===== src/sv/weight_stationary_matrix_multiply_defines.svh =====
// Assertion macros for the weight-stationary matrix multiply.
// Used by the top level; expects aclk and aresetn in scope.
`ifndef WEIGHT_STATIONARY_MATRIX_MULTIPLY_DEFINES_SVH
`define WEIGHT_STATIONARY_MATRIX_MULTIPLY_DEFINES_SVH

// cond holds -> rule holds in the same cycle
`define WSMM_CHECK(label, cond, rule, msg) \
    label: assert property (@(posedge aclk) disable iff (!aresetn) (cond) |-> (rule)) \
        else $error(msg);

// cond holds -> rule holds in the following cycle
`define WSMM_CHECK_NEXT(label, cond, rule, msg) \
    label: assert property (@(posedge aclk) disable iff (!aresetn) (cond) |=> (rule)) \
        else $error(msg);

`endif


===== src/sv/wsmm_div.sv =====
// Restoring divider, one quotient bit per cycle; maps a B load position
// to row and column. Depends on nothing.
`default_nettype none

module wsmm_div #(
    parameter int DW = 12,
    parameter int VW = 7
) (
    input  logic          aclk,
    input  logic          aresetn,
    input  logic          start,
    input  logic [DW-1:0] dividend,
    input  logic [VW-1:0] divisor,
    output logic          done,
    output logic [DW-1:0] quot,
    output logic [VW-1:0] rem
);

    localparam int CNTW = $clog2(DW + 1);

    logic            busy_reg, busy_next;
    logic            done_reg, done_next;
    logic [CNTW-1:0] cnt_reg, cnt_next;
    logic [DW-1:0]   quo_reg, quo_next;
    logic [VW-1:0]   rem_reg, rem_next;
    logic [VW-1:0]   dvs_reg, dvs_next;

    logic [VW:0]     shifted;
    logic [VW:0]     diff;
    logic            fits;
    logic [DW:0]     qshift;

    always_comb begin
        shifted = {rem_reg, quo_reg[DW-1]};
        diff    = shifted - {1'b0, dvs_reg};
        fits    = shifted >= {1'b0, dvs_reg};
        qshift  = {quo_reg, fits};

        busy_next = busy_reg;
        done_next = 1'b0;
        cnt_next  = cnt_reg;
        quo_next  = quo_reg;
        rem_next  = rem_reg;
        dvs_next  = dvs_reg;
        if (start) begin
            busy_next = 1'b1;
            cnt_next  = '0;
            quo_next  = dividend;
            rem_next  = '0;
            dvs_next  = divisor;
        end else if (busy_reg) begin
            quo_next = qshift[DW-1:0];
            rem_next = fits ? diff[VW-1:0] : shifted[VW-1:0];
            cnt_next = cnt_reg + CNTW'(1);
            if (cnt_reg == CNTW'(DW - 1)) begin
                busy_next = 1'b0;
                done_next = 1'b1;
            end
        end
    end

    always_ff @(posedge aclk) begin
        if (!aresetn) begin
            busy_reg <= 1'b0;
            done_reg <= 1'b0;
            cnt_reg  <= '0;
        end else begin
            busy_reg <= busy_next;
            done_reg <= done_next;
            cnt_reg  <= cnt_next;
        end
        quo_reg <= quo_next;
        rem_reg <= rem_next;
        dvs_reg <= dvs_next;
    end

    assign done = done_reg;
    assign quot = quo_reg;
    assign rem  = rem_reg;

endmodule

`default_nettype wire


===== config.mk =====
export PLATFORM = sky130hd
export DESIGN_NAME = wsmm_div
export DESIGN_NICKNAME = d
export VERILOG_FILES = /design/src/sv/weight_stationary_matrix_multiply_defines.svh /design/src/sv/wsmm_div.sv
export SDC_FILE = /design/constraint.sdc
export NUM_CORES = 1
export LEC_CHECK = 0
export BUFFER_PORTS_ARGS = -buffer_cell sky130_fd_sc_hd__buf_2
export CAP_MARGIN = 40
export CORE_ASPECT_RATIO = 1.4
export CORE_MARGIN = 5
export CORE_UTILIZATION = 40
export DETAILED_ROUTE_END_ITERATION = 8
export GPL_TIMING_DRIVEN = 0
export PLACE_DENSITY = 0.71
export SLEW_MARGIN = 10
export SYNTH_ARGS = -nofsm -noshare
export SYNTH_HDL_FRONTEND = slang
export SYNTH_SLANG_ARGS = --single-unit
export TNS_END_PERCENT = 20

===== constraint.sdc =====
create_clock -name aclk -period 2.4 [get_ports aclk]
set_clock_uncertainty 0.15 [all_clocks]
set_input_delay 0.48 -clock aclk [delete_from_list [all_inputs] [get_ports aclk]]
set_output_delay 0.48 -clock aclk [all_outputs]
set_load 0.02 [all_outputs]

Yosys cells after proc, flatten, opt, wreduce, memory -nomap -nowiden

Cells that the tools add are included.

Bits in registers: 32
Output and inout bits: 20
Word-level logic and storage cells: 22

$add $sub $neg: 2
Magnitude comparators: 1
Eq/ne operators: 1
Muxes and demuxes: 7
Bitwise gates (word level): 2
Reduce and logical (&&, ||, !) cells: 3

Operator list:

| cell                                        | count |
|---|---|
| two-way mux 12 bit                          | 2 |
| >= comparator 8 x 7 -> 1 bit                | 1 |
| two-way mux 7 bit                           | 1 |
| subtractor 7 bit                            | 1 |
| adder 4 x 1 -> 4 bit, second input constant | 1 |
| == test 4 bit, second input constant        | 1 |
| two-way mux 1 bit                           | 4 |
| OR reduction 3 bit                          | 1 |
| NOT 1 bit                                   | 2 |
| nonzero test 2 bit                          | 1 |
| OR reduction 2 bit                          | 1 |

Logic depth before layout (Yosys ltp)

Word-level depth: 4
Depth in mapped cells: 9
Mapped depth without buffers: 7

Worst setup path after synthesis

OpenSTA, ideal clock, no wires.

Path type: register to register
Start point: reg quo_reg[11] (netlist: quot[11])
End point: reg rem_reg[0] (netlist: rem[0])
Library setup time: 88 ps
Arrival: 2235 ps
Data required time: 2162 ps
Path slack: -73 ps
Stages on the path, launching flop included: 10
Path buffers: 2
Period minus slack after synthesis: 2473 ps
Cells stage by stage: edfxtp_1 inv_1 ha_1 fa_1 nand2b_1 a211o_1 buf_6 and3_1 buf_6 a311oi_2

Longest elaborated chain between the ends: 2
Elaborated cells on any way between the ends: 3

Ends and longest elaborated chain:

| item                                                                    | RTL line                       | source |
|---|---|---|
| start, declared                                                         | wsmm_div.sv:24                 | `logic [DW-1:0] quo_reg, quo_next;` |
| start signal, assigned                                                  | wsmm_div.sv:72                 | `quo_reg <= quo_next;` |
| subtractor 7 bit / >= comparator 8 x 7 -> 1 bit (equally long branches) | wsmm_div.sv:35, wsmm_div.sv:36 |  |
| two-way mux 7 bit (*)                                                   | wsmm_div.sv:53                 | `rem_next = fits ? diff[VW-1:0] : shifted[VW-1:0];` |
| end signal, assigned                                                    | wsmm_div.sv:73                 | `rem_reg <= rem_next;` |
| end, declared                                                           | wsmm_div.sv:25                 | `logic [VW-1:0] rem_reg, rem_next;` |

Mark *: on every way between the ends. The rest lies on a longest branch, timed or not.
A chain may end at the register's enable or synchronous reset.

Worst setup path in the final report

Start point: reg rem_reg[4] (netlist: rem[4])
End point: reg quo_reg[0] (netlist: quot[0]) (data pin)

Longest elaborated chain between the ends: 3

Ends and longest elaborated chain:

| item                         | RTL line       | source |
|---|---|---|
| >= comparator 8 x 7 -> 1 bit | wsmm_div.sv:36 | `fits = shifted >= {1'b0, dvs_reg};` |
| two-way mux 12 bit           | wsmm_div.sv:51 | `end else if (busy_reg) begin` |
| two-way mux 12 bit           | wsmm_div.sv:45 | `if (start) begin` |
| named net quo_next[0]        | wsmm_div.sv:24 |  |

The timed path passes the listed nets, and every way through them passes these cells. The select of a mux whose other input is x is not followed.

==> results_dict.tcl <==
set metrics [dict create \
    p_leak_nw 0.898 \
    ys_ff_latch 32 \
    htree_levels 2 \
    finalCritPeriodShare 0.958 \
    cp_top_family "compound AO/OA/AOI/OAI gates" \
    place_area_sq_um 2080 \
    grt_pass1_wl_mm 6.13 \
    yosysTopAreaCellShare 0.319 \
    grt_use_total 0.138 \
    yosysTopAreaCell "edfxtp_1" \
    r2r_cells 7 \
    powerDensity_nw_per_um2 634 \
    drive_above_1_share 0.367 \
    cts_root_buffer "clkbuf_8" \
    syn-cell-area_sq_um 1790 \
    vias 1367 \
    place_congestion 0.772 \
    die_area_sq_um 5930 \
    largest_reg_flops 12 \
    crit_cells 7 \
    worstSetupStartpoint "rem[4]$_SDFFE_PP0P_" \
    die_h_um 89.2 \
    worstSkewPairLatency_ns 0.28 \
    grt_start_max_net_pins 13 \
    floorplan.initialDensity 0.419 \
    finalHoldViolations 0 \
    ff2ff_setup_slack_ns 0.10 \
    rr_startpoint "rem[4]$_SDFFE_PP0P_" \
    ys_types 46 \
    critical_path.max_fanout 10 \
    critical_path_arrival_ns 2.17 \
    max_freq_mhz 435 \
    holdWs_ns 0.220 \
    core_sq_um 4270 \
    clock-sinks 32 \
    peakVddDrop_mv 0.404 \
    ys_seq_area_frac 0.464 \
    finalMaxSlewViolations 0 \
    status "complete, no violations" \
    maxCapViolCount 0 \
    finalCriticalPeriod_ns 2.30 \
    wl_per_cell_um 13.6 \
    ys.flop_type "edfxtp_1" \
    critical_path_class "reg2reg" \
    viasPerCell 5.06 \
    antenna_found_initial 0 \
    synth_area_leaders "edfxtp_1, dfxtp_1, mux2_2, ha_1, nor2_1" \
    cts_tree "done" \
    cp_slowest_cell "dfxtp_1" \
    rows 28 \
    post-dp-hpwl_mm 2.80 \
    drt_iter0_markers 52 \
    postSynth.asyncResetShare 0 \
    synth_edf_count 19 \
    grt-ovfl-total 0 \
    required_ns 2.27 \
    path_buf_inv 2 \
    ys.warnings.count 0 \
    antenna_left 0 \
    numCtsBuffers 5 \
    worstPathCellList "ha_1 > buf_2 > a21o_1 > a211oi_4 > and3_1 > buf_6 > mux2i_1" \
    syn_inst 161 \
    startpoint_type "flip-flop" \
    worstMarginPinSlew_ns 0.523 \
    ioPinCount 42 \
    hold_path.class "in2reg" \
    critPathCaptureType "flip-flop" \
    avgSynthCellArea_sq_um 11.1 \
    regToRegEndpoint "quot[0]$_DFFE_PP_" \
    relSlewSlack 0.651 \
    grt_pass1_vias 1376 \
    syn_to_final_growth_pct 21.5 \
    final_area_sq_um 2180 \
    setup_viol_count_final 0 \
    rsz0062_at_grt "yes" \
    synth_nets 192 \
    num_antenna_cells 0 \
    cpPeakStageDelay_ns 0.41 \
    die_x_um 66.5 \
    nets 240 \
    endpoint "quot[0]$_DFFE_PP_" \
    first_pass_iters 4 \
    cts.path.max_buffers 2 \
    clk_pin_slew_worst_paths_ns 0.07 \
    remaining_drc_errors 0 \
    routed_wl_mm 3.66 \
    cts_setup_buffers 0 \
    portBuffers 41 \
]
## logic make-up after synthesis
group / Yosys count / synth area share
flip-flops: 32 / 0.464
adder cells (fa/ha/maj): 9 / 0.0671
multiplexers: 13 / 0.0804
AND/OR/NAND/NOR: 52 / 0.166
buffers and inverters: 20 / 0.0531
XOR/XNOR: 6 / 0.0294
AO/OA/AOI/OAI: 29 / 0.140
## cell usage in the layout (no fill, tap or decap), types with 4 or more instances in the layout
master | synthesis | layout
nand3b_1 | 4 | 4
buf_2 | 1 | 42
nor3b_1 | 5 | 5
mux2_2 | 11 | 11
ha_1 | 8 | 7
edfxtp_1 | 19 | 19
clkbuf_8 | 0 | 6
nand2_1 | 8 | 8
dfxtp_1 | 13 | 13
inv_1 | 11 | 10
nand2b_1 | 7 | 6
nor2_1 | 14 | 14
a41oi_1 | 4 | 4
## cell type report
cell class | instances | area, sq um
clock inverter | 1 | 6.26
fill | 409 | 2100
inverter | 11 | 41.3
clock buffer | 7 | 86.3
buffer | 9 | 53.8
tap | 60 | 75.1
timing repair buffer | 41 | 205
sequential | 32 | 831
multi-input combinational | 109 | 877
## worst reg2reg max path, cell delays in order (launching register included)
cell and delay [ns]:
dfxtp_1 0.41, ha_1 0.26, buf_2 0.17, a21o_1 0.19, a211oi_4 0.41, and3_1 0.24, buf_6 0.13, mux2i_1 0.06
## metrics by stage
step	setup TNS [ns]	instances	setup WS [ns]	power (mW)	utilization
5_1_grt	-0.0145	270	-0.00866	1.46	0.509
3_3_place_gp	0	262	0.0701	0.960	0.487
2_1_floorplan	0	161	0.0219	0.875	-
6_report	0	270	0.101	1.38	0.509
3_5_place_dp	0	262	0.0287	0.964	0.487
4_1_cts	0	270	0.0628	1.40	0.508
## how the worst min path moves through the flow
stage | slack, ns | depth (start not counted) | end | startpoint
floorplan | 0.31 | 1 | done$_SDFF_PP0_ | cnt_reg[2]$_SDFFE_PP0P_
detailed placement | 0.33 | 1 | done$_SDFF_PP0_ | cnt_reg[2]$_SDFFE_PP0P_
global placement | 0.33 | 1 | done$_SDFF_PP0_ | cnt_reg[2]$_SDFFE_PP0P_
global route | 0.20 | 1 | dvs_reg[3]$_DFFE_PP_ | divisor[3]
finish | 0.22 | 1 | dvs_reg[0]$_DFFE_PP_ | divisor[0]
CTS | 0.21 | 1 | dvs_reg[0]$_DFFE_PP_ | divisor[0]
## cell usage after synthesis, types with 2 or more instances
cell type / count
mux2_2: 11
dfxtp_1: 13
a21o_1: 3
a311oi_2: 2
ha_1: 8
a21oi_1: 2
a211oi_1: 3
nand2b_1: 7
xor2_1: 3
nand2_1: 8
nor2_1: 14
clkbuf_1: 2
buf_1: 3
or3b_2: 2
a31oi_1: 2
o31ai_2: 2
nor3b_1: 5
o21bai_1: 2
edfxtp_1: 19
buf_6: 2
o21ai_0: 2
nand4_1: 3
a41oi_1: 4
inv_1: 11
xnor2_1: 3
nand3b_1: 4
mux2i_1: 2
## routing by layer
| metal | global-route usage | share of wire | vias to the layer above |
|---|---|---|---|
| met5 | 0 | 0 | - |
| met3 | 0.0428 | 0.065 | 7 |
| met2 | 0.232 | 0.51 | 39 |
| met4 | 0.0721 | 0.024 | 0 |
| li1 | - | - | 688 |
| met1 | 0.156 | 0.40 | 633 |
## where the power goes
group | switching [mW] | leakage [nW] | total [mW] | internal (mW)
clock network | 0.195 | 0.0488 | 0.429 | 0.233
logic | 0.167 | 0.554 | 0.295 | 0.128
registers | 0.0252 | 0.296 | 0.655 | 0.630
## repair_timing
action / in CTS / in global routing
hold buffers: 0 / 0
setup endpoints to repair: 0 / 4
resized for setup: 0 / 1
Power figures use the tool's default switching activity.
