File: src/sv/weight_stationary_matrix_multiply_defines.svh
// Assertion macros for the weight-stationary matrix multiply.
// Used by the top level; expects aclk and aresetn in scope.
`ifndef WEIGHT_STATIONARY_MATRIX_MULTIPLY_DEFINES_SVH
`define WEIGHT_STATIONARY_MATRIX_MULTIPLY_DEFINES_SVH

// cond holds -> rule holds in the same cycle
`define WSMM_CHECK(label, cond, rule, msg) \
    label: assert property (@(posedge aclk) disable iff (!aresetn) (cond) |-> (rule)) \
        else $error(msg);

// cond holds -> rule holds in the following cycle
`define WSMM_CHECK_NEXT(label, cond, rule, msg) \
    label: assert property (@(posedge aclk) disable iff (!aresetn) (cond) |=> (rule)) \
        else $error(msg);

`endif

File: src/sv/wsmm_ram.sv
// Generic single-write, single-read RAM with registered read data.
// No dependencies.
`default_nettype none

module wsmm_ram #(
    parameter int WIDTH = 16,
    parameter int DEPTH = 64
) (
    input  logic                                    aclk,
    input  logic                                    we,
    input  logic [(DEPTH > 1 ? $clog2(DEPTH) : 1)-1:0] waddr,
    input  logic [WIDTH-1:0]                        wdata,
    input  logic                                    re,
    input  logic [(DEPTH > 1 ? $clog2(DEPTH) : 1)-1:0] raddr,
    output logic [WIDTH-1:0]                        rdata
);

    logic [WIDTH-1:0] mem [DEPTH];
    logic [WIDTH-1:0] rdata_reg;

    always_ff @(posedge aclk) begin
        if (we) begin
            mem[waddr] <= wdata;
        end
        if (re) begin
            rdata_reg <= mem[raddr];
        end
    end

    assign rdata = rdata_reg;

endmodule

`default_nettype wire

File: config.mk
export PLATFORM = sky130hd
export DESIGN_NAME = wsmm_ram
export DESIGN_NICKNAME = d
export VERILOG_FILES = /design/src/sv/weight_stationary_matrix_multiply_defines.svh /design/src/sv/wsmm_ram.sv
export SDC_FILE = /design/constraint.sdc
export NUM_CORES = 1
export LEC_CHECK = 0
export BUFFER_PORTS_ARGS = -buffer_cell sky130_fd_sc_hd__clkbuf_2
export CAP_MARGIN = 5
export CORE_MARGIN = 1.5
export CORE_UTILIZATION = 40
export CTS_CLUSTER_DIAMETER = 30
export CTS_CLUSTER_SIZE = 16
export DETAILED_ROUTE_END_ITERATION = 16
export PLACE_DENSITY = 0.62
export SETUP_SLACK_MARGIN = 0.02
export SYNTH_ARGS = -nofsm -noshare
export SYNTH_HDL_FRONTEND = slang
export SYNTH_SLANG_ARGS = --single-unit
export TNS_END_PERCENT = 100
File: constraint.sdc
create_clock -name aclk -period 3 [get_ports aclk]
set_input_delay 0.15 -clock aclk [delete_from_list [all_inputs] [get_ports aclk]]
set_output_delay 0.15 -clock aclk [all_outputs]
set_load 0.005 [all_outputs]
======== Word-level counts from Yosys, hierarchy flattened ========
Memories as Yosys holds them, arrays and structs flattened. A register that Yosys moved wholly into a read port is not among the register bits.
Cells that the tools add are included.
W data, S select, Z words.
word-level totals
  memories ................................ 1
  register bits ........................... 0
  bits in writable memories ............... 1024
  bits in read-only memories .............. 0
  input bits .............................. 31
  bits in latches ......................... 0
  output and inout port bits .............. 16
  word-level logic and storage cells ...... 3
memory list
  name  words  width  rd ports  clocked after Yosys merged registers in  write ports  RTL line        source
  mem   64     16     1         1                                        1            wsmm_ram.sv:18  logic [WIDTH-1:0] mem [DEPTH];
cells by class
  magnitude comparators ................... 0
  bitwise operators ....................... 0
  reductions and logical operators ........ 0
  muxes and demuxes ....................... 2
  eq/ne operators ......................... 0
  add/subtract/negate cells ............... 0
  shift-type cells ........................ 0
  $mul .................................... 0
  div/mod/pow operators ................... 0
operators by type and width
  cell     number
  $mux W1  2

======== Depth between registers and ports, before layout ========
Gate-level depths: netlist of run 1.
  depth in word-level cells ............... 2
  mapped depth ............................ 10
  mapped depth without buffers ............ 5

======== Worst setup path after synthesis of run 1 ========
OpenSTA, ideal clock, no wires.
  path kind ............................... input port to flip-flop
  start ................................... in waddr[3] (netlist name)
  end ..................................... mem mem[48][0], enable pin
  data required time ...................... 2591 ps
  slack ................................... 815 ps
  path buffers ............................ 1
  setup time .............................. 409 ps
  arrival ................................. 1776 ps
  stages on the path ...................... 4
  cell sequence ........................... clkbuf_1 > nor2b_1 > nand4b_1 > nor3_1
RTL lines
  what         RTL line        source
  from (decl)  wsmm_ram.sv:11  input logic [(DEPTH > 1 ? $clog2(DEPTH) : 1)-1:0] waddr,
  to (decl)    wsmm_ram.sv:18
No word-level cell before the write port.

==> results_dict.tcl, run 1 <==
set metrics [dict create \
    synth-seq-cells 1040 \
    worst_slack_ps 362 \
    clk_latency_ps 750 \
    fin_skew_ps 19.1 \
    first_pass_iters 5 \
    cts_tree "yes" \
    area_growth_pct 20.4 \
    syn-num-nets 1860 \
    grt_start_max_net_pins 65 \
    tightest_slew_ps 1270 \
    synth_top_area_frac 0.777 \
    dieArea_mm2 0.102 \
    powerDensity_mw_per_mm2 757 \
    netlist-cell-type-count 42 \
    required_ps 3470 \
    port_buffers 46 \
    vias 20000 \
    grt_pass1_wl_um 145000 \
    gp_congestion 0.834 \
    power.leakage_nw 15.7 \
    grt_pass1_vias 20700 \
    avgSynthCellArea_um2 22.0 \
    numCtsBuffers 170 \
    ir_drop_mv 0.553 \
    clkSinkCount 1040 \
    async_flop_share 0 \
    die_y_um 320 \
    rsz0062_at_grt "false" \
    io_pins 47 \
    core_area_mm2 0.0999 \
    synthCells 1829 \
    hold_violations 0 \
    yosys.area.top_type "edfxtp_1" \
    cts_root_buf "clkbuf_16" \
    antenna_found_initial 10 \
    synth_common_cells "edfxtp_1 (1040), mux4_2 (220), mux2i_1 (85), nor2_1 (72), nand2_1 (59)" \
    drive_above_1_share 0.326 \
    cts-htree-levels 4 \
    synth_edf_count 1040 \
    initial_core_util 0.403 \
    start_kind "flip-flop" \
    syn_area_mm2 0.0402 \
    finalNetCount 2133 \
    wl_um 100000 \
    ys_warn_count 0 \
    status "completed" \
    hold_path_class "primary input to flip-flop" \
    yosys_most_used_dff "edfxtp_1" \
    critical_path_class "flip-flop to flip-flop" \
    finalSetupTns_ps 0 \
    yosysMostFrequentCell "edfxtp_1" \
    fmax_mhz 379 \
    yosysSeqAreaShare 0.777 \
    post-place-ws_ps 143 \
    post_drt_wl_per_cell_um 28.3 \
    fp-row-count 116 \
    cp_max_fo 1 \
    final_util 0.485 \
    period_minus_slack_ps 2640 \
    grt_util_all_layers 0.199 \
    ant_nets 0 \
    first_iter_violations 2051 \
    drc 0 \
    finalSetupViolCount 0 \
    rr_worst_depth 6 \
    die_x_um 320 \
    largest_register_ffs 1024 \
    maxCapViolations 0 \
    maxSlewViolCount 0 \
    clk_pin_slew_worst_paths_ps 50 \
    dpl.hpwl_um 60100 \
    grt-ovfl-total 0 \
    hold_depth 3 \
    power.total_w 0.0367 \
    cts-root-to-sink-buffers 3 \
    worst_slew_margin_rel 0.154 \
    cts_post_setup_buffers_inserted 0 \
    synth.area.top_cells "edfxtp_1 (78%), mux4_2 (12%), mux2i_1 (2.1%)" \
    worstPathArrival_ps 3110 \
    vias_per_cell 5.64 \
    cp-end-kind "flip-flop" \
    finalCritPeriodShare 0.879 \
]
==> layout make-up <==
| type | count | area, um^2 |
|---|---|---|
| fill | 8008 | 51400 |
| sequential | 1040 | 31200 |
| multi-input combinational | 685 | 8250 |
| clock buffer | 188 | 4340 |
| timing repair buffer | 205 | 1650 |
| tap | 1298 | 1620 |
| clock inverter | 128 | 1320 |
| antenna | 2 | 5.00 |
==> layer usage <==
| metal | share of wire | global-route usage | wire, um |
|---|---|---|---|
| met3 | 0.082 | 0.0499 | 8270 |
| met4 | 0.024 | 0.0648 | 2380 |
| met5 | 0.00066 | 0 | 66 |
| met2 | 0.48 | 0.314 | 47700 |
| met1 | 0.42 | 0.272 | 41900 |
==> layout by cell type (no fill, tap or decap), types with 6 or more instances in the layout <==
cell	instances
bufinv_16	16
a211oi_1	8
nand4_1	12
clkinv_2	21
a221o_1	6
buf_4	141
edfxtp_1	1040
a22oi_1	39
nor2b_1	30
clkbuf_16	171
mux2_2	27
buf_12	16
nor2_1	72
a211o_1	8
a22o_1	6
clkinv_4	14
mux2i_1	85
clkbuf_2	43
inv_6	21
a31oi_1	8
a311oi_1	8
clkinv_1	26
mux4_2	220
a21oi_1	17
nand2_1	59
clkinvlp_4	21
nand3_1	24
a221oi_1	16
clkbuf_1	17
==> logic make-up after synthesis <==
logic type,count (synthesis),share of synthesized area
DFF,1040,0.777
muxes,336,0.155
and+or+nand+nor,220,0.0264
AOI/OAI and AO/OA,129,0.0240
buffers and inverters,104,0.0182
==> power breakdown <==
part | leakage, nW | switching, W | internal (W) | total [W]
Clock | 2.70 | 0.00700 | 0.0119 | 0.0189
Sequential | 9.37 | 0.0000500 | 0.0162 | 0.0162
Combinational | 3.67 | 0.000960 | 0.000579 | 0.00154
Total | 15.7 | 0.00801 | 0.0287 | 0.0367
==> worst max-delay path, cell delays in order, from the launching register on <==
cell,delay (ps)
edfxtp_1,370
mux4_2,490
mux2i_1,370
a22oi_1,260
a31oi_1,600
buf_4,220
a311oi_1,40
==> timing repair <==
| action | in CTS | in global routing |
|---|---|---|
| gates resized for setup | 0 | 0 |
| endpoints found under the hold margin | 76 | 0 |
| hold buffers | 2 | 0 |
==> per-stage QoR <==
stage / area, um^2 / instances / hold WS, ps
after floorplan: 40200 / 1829 / 249
after global placement: 42700 / 3226 / 557
after detailed placement: 42700 / 3226 / 565
after CTS: 48400 / 3544 / 27.8
after global routing: 48400 / 3545 / 79.1
final: 48400 / 3546 / 58.0
==> path summary, 6_finish.rpt <==
path               from  slack, ps     endpoint
max reg2reg   mem[7][3]        360     rdata[3]
max           mem[7][3]        360     rdata[3]
min            waddr[2]         60  mem[53][12]
min reg2reg  mem[62][2]        970     rdata[2]
(Power assumes the default switching activity.)
==> run 2: changes to the inputs <==
- CORE_UTILIZATION: 40 -> 26
- PLACE_DENSITY: 0.62 -> 0.47
- clock period: 3 -> 2.9 ns (I/O delays scaled with it)
==> run 2 against run 1 <==
Effect of this change:
- total power grew 16%
- clock skew grew 20 ps
- non-clock buffer count grew 36
- global-route usage shrank 5.9 points
- critical path depth is the same
- critical path type unchanged
- largest power group unchanged
- highest routed layer unchanged
==> results_dict.tcl, run 2 (synthesis gave the netlist of run 1 again) <==
set metrics [dict create \
    fmax_mhz 390 \
    first_iter_violations 1947 \
    clk_latency_ps 800 \
    crit_end "rdata[4]" \
    finalSetupViolCount 0 \
    dp_cells 4007 \
    cts-htree-levels 4 \
    port_buffers 46 \
    min-delay-start "wdata[1]" \
    powerDensity_mw_per_mm2 830 \
    gp_congestion 0.786 \
    final_cells 4421 \
    first_pass_iters 6 \
    slowest_stage "a31oi_1" \
    post_drt_wl_per_cell_um 24.9 \
    fp-row-count 144 \
    grt_util_all_layers 0.141 \
    initial_core_util 0.261 \
    required_ps 3420 \
    cts_post_setup_buffers_inserted 0 \
    period_minus_slack_ps 2560 \
    clk_pin_slew_worst_paths_ps 50 \
    die_x_um 396 \
    hold_path_class "primary input to flip-flop" \
    grt_pass1_vias 21500 \
    status "completed" \
    area_growth_pct 27.4 \
    finalCritPeriodShare 0.884 \
    rr_worst_depth 6 \
    power.leakage_nw 16.7 \
    hold_violations 0 \
    io_pins 47 \
    cp-startpoint "mem[11][4]" \
    dpl.hpwl_um 67200 \
    final_cell_mix "edfxtp_1 (1040), mux4_2 (220), clkbuf_16 (217), buf_4 (179), mux2i_1 (85)" \
    core_area_mm2 0.154 \
    worstPathArrival_ps 3080 \
    post-place-ws_ps -81.6 \
    drc 0 \
    crit_family "compound AO/OA/AOI/OAI gates" \
    grt_start_max_net_pins 65 \
    largest_register_ffs 1024 \
    cts_resized 0 \
    fin_skew_ps 38.7 \
    tightest_slew_ps 1170 \
    vias 20100 \
    cp_num_buf_inv 1 \
    cp_slowest_stage_delay_ps 650 \
    ant_nets 0 \
    rsz0062_at_grt "false" \
    cp_max_fo 1 \
    final_util 0.333 \
    drive_above_1_share 0.353 \
    die_y_um 396 \
    worst_slew_margin_rel 0.223 \
    ir_drop_mv 0.551 \
    finalHoldWorstSlack_ps 80.7 \
    maxSlewViolCount 0 \
    start_kind "flip-flop" \
    dieArea_mm2 0.157 \
    path_cells "mux4_2 -> nor2b_1 -> a211o_1 -> a31oi_1 -> buf_4 -> a311oi_1" \
    layout_commonest_cell "edfxtp_1" \
    cts_tree "yes" \
    critical_path_class "flip-flop to flip-flop" \
    numCtsBuffers 215 \
    r2r_slack_ps 340 \
    num-fill-cells 14500 \
    cts-root-to-sink-buffers 3 \
    grt_pass1_wl_um 157000 \
    path_depth 6 \
    clkSinkCount 1040 \
    cts_root_buf "clkbuf_16" \
    reg2reg_from "mem[11][4]" \
    grt-ovfl-total 0 \
    cp-end-kind "flip-flop" \
    vias_per_cell 4.54 \
    maxCapViolations 0 \
    wl_um 110000 \
    r2r-end "rdata[4]" \
    worst_slack_ps 336 \
    antenna_found_initial 17 \
    power.total_w 0.0425 \
    finalNetCount 2214 \
]
-- run 2: per-layer routing --
metal / global-route usage / vias up / share of wire
li1: - / 8533 / -
met1: 0.188 / 10600 / 0.44
met2: 0.222 / 712 / 0.47
met3: 0.0323 / 187 / 0.065
met4: 0.0545 / 6 / 0.030
met5: 0 / - / 0.00024
-- run 2: worst min path at each step --
stage	depth (start not counted)	to
floorplan	0	mem[0][0]
global placement	1	rdata[1]
detailed placement	1	rdata[0]
CTS	4	mem[50][11]
global route	2	mem[30][14]
finish	2	mem[34][1]
-- run 2: cell type report --
cell class / instances / area [um^2] / share of cell area
antenna: 6 / 15.0 / 0.000293
clock buffer: 239 / 5510 / 0.108
clock inverter: 166 / 1760 / 0.0343
multi-input combinational: 685 / 8250 / 0.161
sequential: 1040 / 31200 / 0.610
tap: 2044 / 2560 / 0.0499
timing repair buffer: 241 / 1890 / 0.0369
-- run 2: through the flow --
step,instance area [um^2],setup TNS [ps]
global placement,43900,-108
CTS,51200,0
global route,51200,0
finish,51200,0
floorplan,40200,0
detailed placement,43900,-81.6
-- run 2: what timing repair did --
item / 4_1_cts / 5_1_grt
setup endpoints to repair: 0 / 0
endpoints found under the hold margin: 94 / 0
hold buffers: 3 / 0
-- run 2: where the power goes --
| group | internal (W) | switching, W | total, W |
|---|---|---|---|
| logic | 0.000627 | 0.00105 | 0.00168 |
| clock network | 0.0159 | 0.00814 | 0.0241 |
| registers | 0.0167 | 0.0000452 | 0.0168 |
