## src/sv/weight_stationary_matrix_multiply_defines.svh

```systemverilog
// Assertion macros for the weight-stationary matrix multiply.
// Used by the top level; expects aclk and aresetn in scope.
`ifndef WEIGHT_STATIONARY_MATRIX_MULTIPLY_DEFINES_SVH
`define WEIGHT_STATIONARY_MATRIX_MULTIPLY_DEFINES_SVH

// cond holds -> rule holds in the same cycle
`define WSMM_CHECK(label, cond, rule, msg) \
    label: assert property (@(posedge aclk) disable iff (!aresetn) (cond) |-> (rule)) \
        else $error(msg);

// cond holds -> rule holds in the following cycle
`define WSMM_CHECK_NEXT(label, cond, rule, msg) \
    label: assert property (@(posedge aclk) disable iff (!aresetn) (cond) |=> (rule)) \
        else $error(msg);

`endif

```

## src/sv/wsmm_pkg.sv

```systemverilog
// Shared types and constants for the weight-stationary matrix multiply.
// No dependencies.
`default_nettype none

package wsmm_pkg;

    localparam int VALUE_BITS  = 16;
    localparam int SUM_W       = 40;
    localparam int COL_W       = 6;
    localparam int CMD_W       = 2;
    localparam int ROWS_W      = 13;
    localparam int ROWCNT_W    = 12;
    localparam int M_MAX       = 4096;
    localparam int K_FIELD_MAX = 127;
    localparam int MAX_K_DEF   = 64;
    localparam int MAX_N_DEF   = 64;
    localparam int CFG_IDX_W   = 2;
    localparam int CFG_DATA_W  = 13;

    localparam logic [CMD_W-1:0] CMD_LOAD_B  = 2'd0;
    localparam logic [CMD_W-1:0] CMD_A_ELEM  = 2'd1;
    localparam logic [CMD_W-1:0] CMD_RESTART = 2'd2;

    localparam logic [CFG_IDX_W-1:0] REG_ROWS_M      = 2'd0;
    localparam logic [CFG_IDX_W-1:0] REG_COLS_N      = 2'd1;
    localparam logic [CFG_IDX_W-1:0] REG_INNER_K     = 2'd2;
    localparam logic [CFG_IDX_W-1:0] REG_TRANSPOSE_B = 2'd3;

    typedef struct packed {
        logic [CMD_W-1:0]             command;
        logic signed [VALUE_BITS-1:0] value;
    } in_item_t;

    typedef struct packed {
        logic [COL_W-1:0]        column;
        logic signed [SUM_W-1:0] sum;
        logic                    last_of_row;
        logic                    last_of_matrix;
    } out_item_t;

    typedef struct packed {
        logic step;
        logic clear;
        logic tail;
        logic below;
    } cell_ctl_t;

endpackage

`default_nettype wire

```

## src/sv/wsmm_cell.sv

```systemverilog
// One partial-sum cell of the accumulator chain; shifts toward cell 0.
// Depends on wsmm_pkg.
`default_nettype none

module wsmm_cell
    import wsmm_pkg::*;
(
    input  logic             aclk,
    input  logic             aresetn,
    input  cell_ctl_t        ctl,
    input  logic [SUM_W-1:0] from_right,
    input  logic [SUM_W-1:0] inject,
    output logic [SUM_W-1:0] sum
);

    logic [SUM_W-1:0] sum_reg, sum_next;

    always_comb begin
        sum_next = sum_reg;
        if (ctl.clear) begin
            sum_next = '0;
        end else if (ctl.step && ctl.tail) begin
            sum_next = inject;
        end else if (ctl.step && ctl.below) begin
            sum_next = from_right;
        end
    end

    always_ff @(posedge aclk) begin
        if (!aresetn) begin
            sum_reg <= '0;
        end else begin
            sum_reg <= sum_next;
        end
    end

    assign sum = sum_reg;

endmodule

`default_nettype wire

```

## config.mk

```make
export PLATFORM = sky130hd
export DESIGN_NAME = wsmm_cell
export DESIGN_NICKNAME = d
export VERILOG_FILES = /design/src/sv/weight_stationary_matrix_multiply_defines.svh /design/src/sv/wsmm_pkg.sv /design/src/sv/wsmm_cell.sv
export SDC_FILE = /design/constraint.sdc
export NUM_CORES = 1
export LEC_CHECK = 0
export ABC_AREA = 1
export ABC_CLOCK_PERIOD_IN_PS = 2700
export BUFFER_PORTS_ARGS = -buffer_cell sky130_fd_sc_hd__buf_4
export CORE_ASPECT_RATIO = 0.9
export CORE_UTILIZATION = 46
export DETAILED_ROUTE_END_ITERATION = 8
export PLACE_DENSITY = 0.95
export SYNTH_ARGS = -nofsm -noshare
export SYNTH_HDL_FRONTEND = slang
export SYNTH_SLANG_ARGS = --single-unit
```

## constraint.sdc

```tcl
create_clock -name aclk -period 2.7 [get_ports aclk]
set_input_delay 0.27 -clock aclk [delete_from_list [all_inputs] [get_ports aclk]]
set_output_delay 0.27 -clock aclk [all_outputs]
set_load 0.05 [all_outputs]
```

# [Word-level counts from Yosys, hierarchy flattened]
# Cells that the tools add are included.
[word_totals] output_inout_bits=40 reg_bits=40 wordCells=8
[op_classes] reduce_logical=4 bitwise_logic=1 mux=2
[op_table] op="2-to-1 mux 40 bit" count=2
[op_table] op="logical AND 1 bit" count=2
[op_table] op="nonzero test 2 bit" count=1
[op_table] op="OR reduction 2 bit" count=1
[op_table] op="inverter 1 bit" count=1

# [Logic depth before layout (Yosys ltp)]
# Gate-level depths: netlist (run 1).
[logic_depth] word_depth=3 depth_mapped=7 depth_no_buf=6

# [Least setup slack after synthesis (run 1)]
# Ideal clock, no wire load.
[synth_path] path_type="input-to-reg" start="in ctl[3] (netlist name)" end="reg sum_reg[22] (netlist: sum[22])" path_buffers=3 required_ns=2.568 arrival_time_ns=0.916 path_stages=7 path_slack_ns=1.652 cell_sequence="buf_4 -> nand2_4 -> nand2_2 -> buf_6 -> buf_6 -> nand2_1 -> a21oi_1"
[synth_via] elab_chain_len=2
[synth_lines] item="start, declared" line_no="wsmm_cell.sv:10" text="input cell_ctl_t ctl,"
[synth_lines] item="logical AND 1 bit (on tied branches)" line_no="wsmm_cell.sv:22, wsmm_cell.sv:24"
[synth_lines] item="2-to-1 mux 40 bit or nonzero test 2 bit (tied branches)"
[synth_lines] item="end signal, assigned" line_no="wsmm_cell.sv:33" text="sum_reg <= sum_next;"
[synth_lines] item="end, declared" line_no="wsmm_cell.sv:16" text="logic [SUM_W-1:0] sum_reg, sum_next;"
# Parallel ways exist; a longest one is shown, timed or not.
# A chain may end at the register's enable or synchronous reset.

# [Worst setup path in the final report (run 1)]
[layout_path] start="in ctl[3] (netlist name)" end="reg sum_reg[16] (netlist: sum[16])"
# The elaborated chain is that of the path after synthesis.

==> metrics, run 1 <==
outcome completed; multi-input logic area 1080 um2; Syn-to-layout area delta 46.2%; DRC Markers 0; worst-path fanout max 42; pwr dens 457 nW/um2; crit path cell chain buf_4 -> nand2_4 -> nand2_2 -> nand2_1 -> a21oi_1; cell leakage power 1.53 nW; f_max 626 MHz; postcts setup bufs 0; Yosys cell types 13; FF+latch area 801 um2; Mapped Nets 405; Peak supply drop 259 uV; Vias 2474; commonest non-fill, non-tap cell in the layout buf_4; Slew HR 52.6%; placed cells 477; largest cells by area after synthesis dfxtp_1 39%, nand2_1 22%, nand3_1 20%; clock skew 0 ns; Synth Cell Area 2070 um2; Tot GR Track Use 25.3%; grt ovf 0; clk_lat worst skew 0.28 ns; max reg flops 40; routed len/inst 12.5 um; antenna-violating nets left 0; total of max-cap violations 0; Setup TNS 0 ns; vias in the first global route 2286; cts hold-fix bufs 0; mux contribution to synthesized area 0%; Ant. Diodes 0; share of the synthesized area in the top cell type 38.7%; gpl congestion 0.811; Synth Area in Adders 0%; global-route wire length before repair 9530 um; full die area 4770 um2; Pre-antenna DRT Iters 4; Initial Util 49.4%; Longest Clk Path Bufs 2; Die Span X 72.7 um; largest net degree at the start of global routing 59; CTS tree yes; Synth area leader dfxtp_1; share of layout cells above drive strength 1 32.2%; Num CTS Buffers 5; clock slew at reported path FFs 0.07 ns; Detailed Place HPWL 4160 um; Final Hold Fails 0; WL final 6050 um; most frequent cells in the layout 128 x buf_4, 119 x nand2_1, 81 x nand3_1, 40 x dfxtp_1, 39 x a21oi_1; Fillers 372; # setup viols final 0; synth warn 0; Die H 65.6 um; FP Rows 22; crit path launch type primary input; Arr. time, crit path 1.81 ns; synthesized-area fraction occupied by xor and xnor cells 0%; RSZ-0062 raised after global routing no; Crit. End Element flip-flop; Synth Area in Simple Gates 42.7%; Total Power 0.00138 W; # resized after CTS 0; IO Port Bufs 125; Ports 126; measured slew at the worst slew-check pin 0.708 ns; post-synthesis compound-gate area fraction 9.44%; Seq/Total Area, Yosys 38.7%; register bit total from synthesis 40; syn_area_per_cell 6.48 um2; Synth Instances 319; fin cells 485; Final period util 59.2%; core area 4180 um2; clk sinks 40; CTS root buf clkbuf_8; Iteration-0 DRC Markers 176; Final nets 510; type of the most critical hold path primary input to flip-flop; worst setup path class primary input to flip-flop; CP required 2.91 ns; fin util 72.3%; slowest cell on the critical path nand2_2; slowest stage delay, CP 0.60 ns; minimum clock period 1.60 ns; vias per cell 5.10; main combinational cell family by area after synthesis simple AND/OR/NAND/NOR gates; H-tree levels 2; Pins Over Slew Limit 0; antenna violations before repair 0
[layout make-up]
type,count,share of cell area (%)
repair buffers,128,31.8
inverters,5,0.621
clock buffers,8,2.98
multi-input cells,244,35.7
flip-flops and latches,40,26.5
well taps,60,2.48
[metal layers]
layer	wire (um)	global-route usage (%)
met1	2460	28.4
met2	3110	48.2
met3	450	5.37
met4	37	5.64
met5	0	0
[report_power, final]
| part | internal [W] | switching (W) | total (W) |
|---|---|---|---|
| combinational | 0.000150 | 0.000211 | 0.000360 |
| sequential | 0.000610 | 0.0000121 | 0.000622 |
| clock | 0.000208 | 0.000191 | 0.000400 |
[worst paths after layout]
| path | from | end | slack, ns | depth (start not counted) |
|---|---|---|---|---|
| setup / recovery | ctl[3] | sum[16] | 1.10 | 5 |
| hold / removal | ctl[2] | sum[32] | 0.25 | 4 |
| setup reg to reg | sum[7] | sum[7] | 1.98 | 2 |
| hold reg to reg | sum[9] | sum[9] | 0.48 | 2 |
[through the flow]
| step | hold WS [ns] | cell area [um2] | setup slack, ns |
|---|---|---|---|
| 4_1_cts | 0.242 | 3020 | 1.12 |
| 6_report | 0.245 | 3020 | 1.10 |
| 5_1_grt | 0.258 | 3020 | 0.952 |
| 3_5_place_dp | 0.475 | 2930 | 0.821 |
| 3_3_place_gp | 0.473 | 2930 | 0.941 |
| 2_1_floorplan | 0.428 | 2070 | 1.65 |
[synthesized netlist by cell type]
master / n
dfxtp_1: 40
buf_4: 2
buf_2: 22
inv_1: 5
buf_6: 3
nand2_4: 1
nand3_1: 81
nand2_2: 2
clkbuf_1: 2
buf_1: 1
nor2_1: 2
a21oi_1: 39
nand2_1: 119
[worst max-delay path, delay by kind of cell]
| family | cells | cell delay, ns |
|---|---|---|
| buffers and inverters | 1 | 0.38 |
| AOI/OAI and AO/OA | 1 | 0.17 |
| and+or+nand+nor | 3 | 0.98 |
[kinds of logic (layout without fill, tap and decap cells)]
group / Yosys count / in the layout
compound gates: 39 / 39
flops: 40 / 40
buf+inv: 35 / 141
simple gates: 205 / 205
No activity file was read; power rests on OpenSTA's default activity.
==> inputs of run 2 (changes only) <==
--- a/config.mk
+++ b/config.mk
@@ -6,12 +6,12 @@
 export NUM_CORES = 1
 export LEC_CHECK = 0
 export ABC_AREA = 1
-export ABC_CLOCK_PERIOD_IN_PS = 2700
+export ABC_CLOCK_PERIOD_IN_PS = 1500
 export BUFFER_PORTS_ARGS = -buffer_cell sky130_fd_sc_hd__buf_4
 export CORE_ASPECT_RATIO = 0.9
-export CORE_UTILIZATION = 46
+export CORE_UTILIZATION = 43
 export DETAILED_ROUTE_END_ITERATION = 8
-export PLACE_DENSITY = 0.95
+export PLACE_DENSITY = 0.92
 export SYNTH_ARGS = -nofsm -noshare
 export SYNTH_HDL_FRONTEND = slang
 export SYNTH_SLANG_ARGS = --single-unit
==> constraint.sdc (replaced) <==
create_clock -name aclk -period 1.5 [get_ports aclk]
set_input_delay 0.15 -clock aclk [delete_from_list [all_inputs] [get_ports aclk]]
set_output_delay 0.15 -clock aclk [all_outputs]
set_load 0.05 [all_outputs]
==> run 2 against run 1 <==
Net effect: sequential power increased by 80%; wire length increased by 1.3%; critical endpoint is now sum[3]; non-clock buffer count increased by 6; combinational power increased by 88%; global-route usage decreased by 1.8 points; first-iteration DRC count decreased by 50%; clock power increased by 81%; clock skew unchanged; worst setup slack got worse by 0.61 ns; register-to-register slack got worse by 1.2 ns.
==> metrics, run 2 (synthesis results as in run 1) <==
outcome completed; reg2reg start sum[3]; commonest non-fill, non-tap cell in the layout buf_4; Ant. Diodes 0; largest net degree at the start of global routing 40; total of max-cap violations 0; Ports 126; Pins Over Slew Limit 0; worst setup path class flip-flop to output pin; Top delay family on crit path flip-flops; crit path launch type flip-flop; hold path cells 4; Crit. End Element output pin; Vias 2516; cell leakage power 1.57 nW; clock slew at reported path FFs 0.07 ns; Pre-antenna DRT Iters 4; Peak supply drop 525 uV; RSZ-0062 raised after global routing no; clock skew 0 ns; antenna violations before repair 0; Initial Util 45.5%; core area 4550 um2; CP required 1.35 ns; WHS Endpoint sum[32]; Syn-to-layout area delta 50.3%; routed len/inst 12.4 um; # resized after CTS 0; met2 Resource Use GR 44.9%; clk sinks 40; Final Hold Fails 0; f_max 995 MHz; Top Usage Layer GRT met2; minimum clock period 1.01 ns; Buf/Inv on CP 1; full die area 5090 um2; CTS root buf clkbuf_8; Total Power 0.00252 W; vias per cell 5.10; Fillers 400; # setup viols final 0; WL final 6130 um; CTS tree yes; FP Rows 23; Longest Clk Path Bufs 2; IO Port Bufs 125; pwr dens 811 nW/um2; global-route met3 utilization 5.52%; Arr. time, crit path 0.86 ns; DRC Markers 0; clk_lat worst skew 0.28 ns; r2r endpoint sum[3]; measured slew at the worst slew-check pin 0.443 ns; Die Span X 75.1 um; postcts setup bufs 0; most frequent cells in the layout 131 x buf_4, 119 x nand2_1, 81 x nand3_1, 40 x dfxtp_1, 39 x a21oi_1; slowest stage delay, CP 0.36 ns; Final nets 516; Detailed Place HPWL 4330 um; H-tree levels 2; Die H 67.8 um; grt ovf 0; Iteration-0 DRC Markers 88; type of the most critical hold path primary input to flip-flop; met1 usage 24.8%; Tot GR Track Use 23.5%; share of layout cells above drive strength 1 33.2%; worst-path fanout max 2; path depth of the worst reg2reg path 2; Num CTS Buffers 5; Slew HR 70.4%; antenna-violating nets left 0; max reg flops 40; global-route wire length before repair 9090 um; Final period util 67.0%; gpl congestion 0.776; slowest cell on the critical path dfxtp_1; crit path cell chain buf_4; hold path startpoint ctl[2]; Reg2Reg Setup Slack 0.83 ns; cts hold-fix bufs 0; WHS 0.131 ns; Setup TNS 0 ns; vias in the first global route 2162
-- run 2: cell count changes in the layout (fill, tap and decap cells not counted), sizes merged --
cell  delta
buf      +6
-- run 2: layout make-up --
class                           instances  area, um2  share of cell area (%)
Timing Repair Buffer                  134       1040                    33.6
Clock buffer                            8       90.1                    2.90
Inverter                                5       18.8                   0.604
Tap cell                               62       77.6                    2.49
Sequential cell                        40        801                    25.8
Multi-Input combinational cell        244       1080                    34.7
-- run 2: how the worst max path moves through the flow --
stage | startpoint | endpoint | slack [ns] | depth (start not counted)
5_1_grt | sum[16] | sum[16] | 0.47 | 1
3_5_place_dp | aresetn | sum[38] | 0.30 | 6
6_report | sum[3] | sum[3] | 0.49 | 1
2_1_floorplan | sum[32] | sum[32] | 0.55 | 4
4_1_cts | sum[3] | sum[3] | 0.49 | 1
3_3_place_gp | aresetn | sum[5] | 0.30 | 6
-- run 2: stage by stage --
step,util [%],worst slack [ns],cell area [um2],instances
finish,68.4,0.495,3110,493
global route,68.4,0.467,3110,493
CTS,68.4,0.493,3110,493
detailed placement,66.4,0.296,3020,485
global placement,66.4,0.303,3020,485
floorplan,-,0.554,2070,319
-- run 2: power by group --
group	switching [W]	internal [W]	total [W]
combinational	0.000385	0.000293	0.000677
sequential	0.0000201	0.00110	0.00112
clock	0.000350	0.000375	0.000725
total	0.000755	0.00177	0.00252
-- run 2: routing by layer --
| layer | share of wire (%) | vias to the layer above | routed length, um |
|---|---|---|---|
| met5 | 0 | - | 0 |
| met4 | 1.3 | 0 | 77 |
| met3 | 7.1 | 9 | 434 |
| met2 | 51 | 99 | 3120 |
| met1 | 41 | 1142 | 2500 |
| li1 | - | 1266 | - |
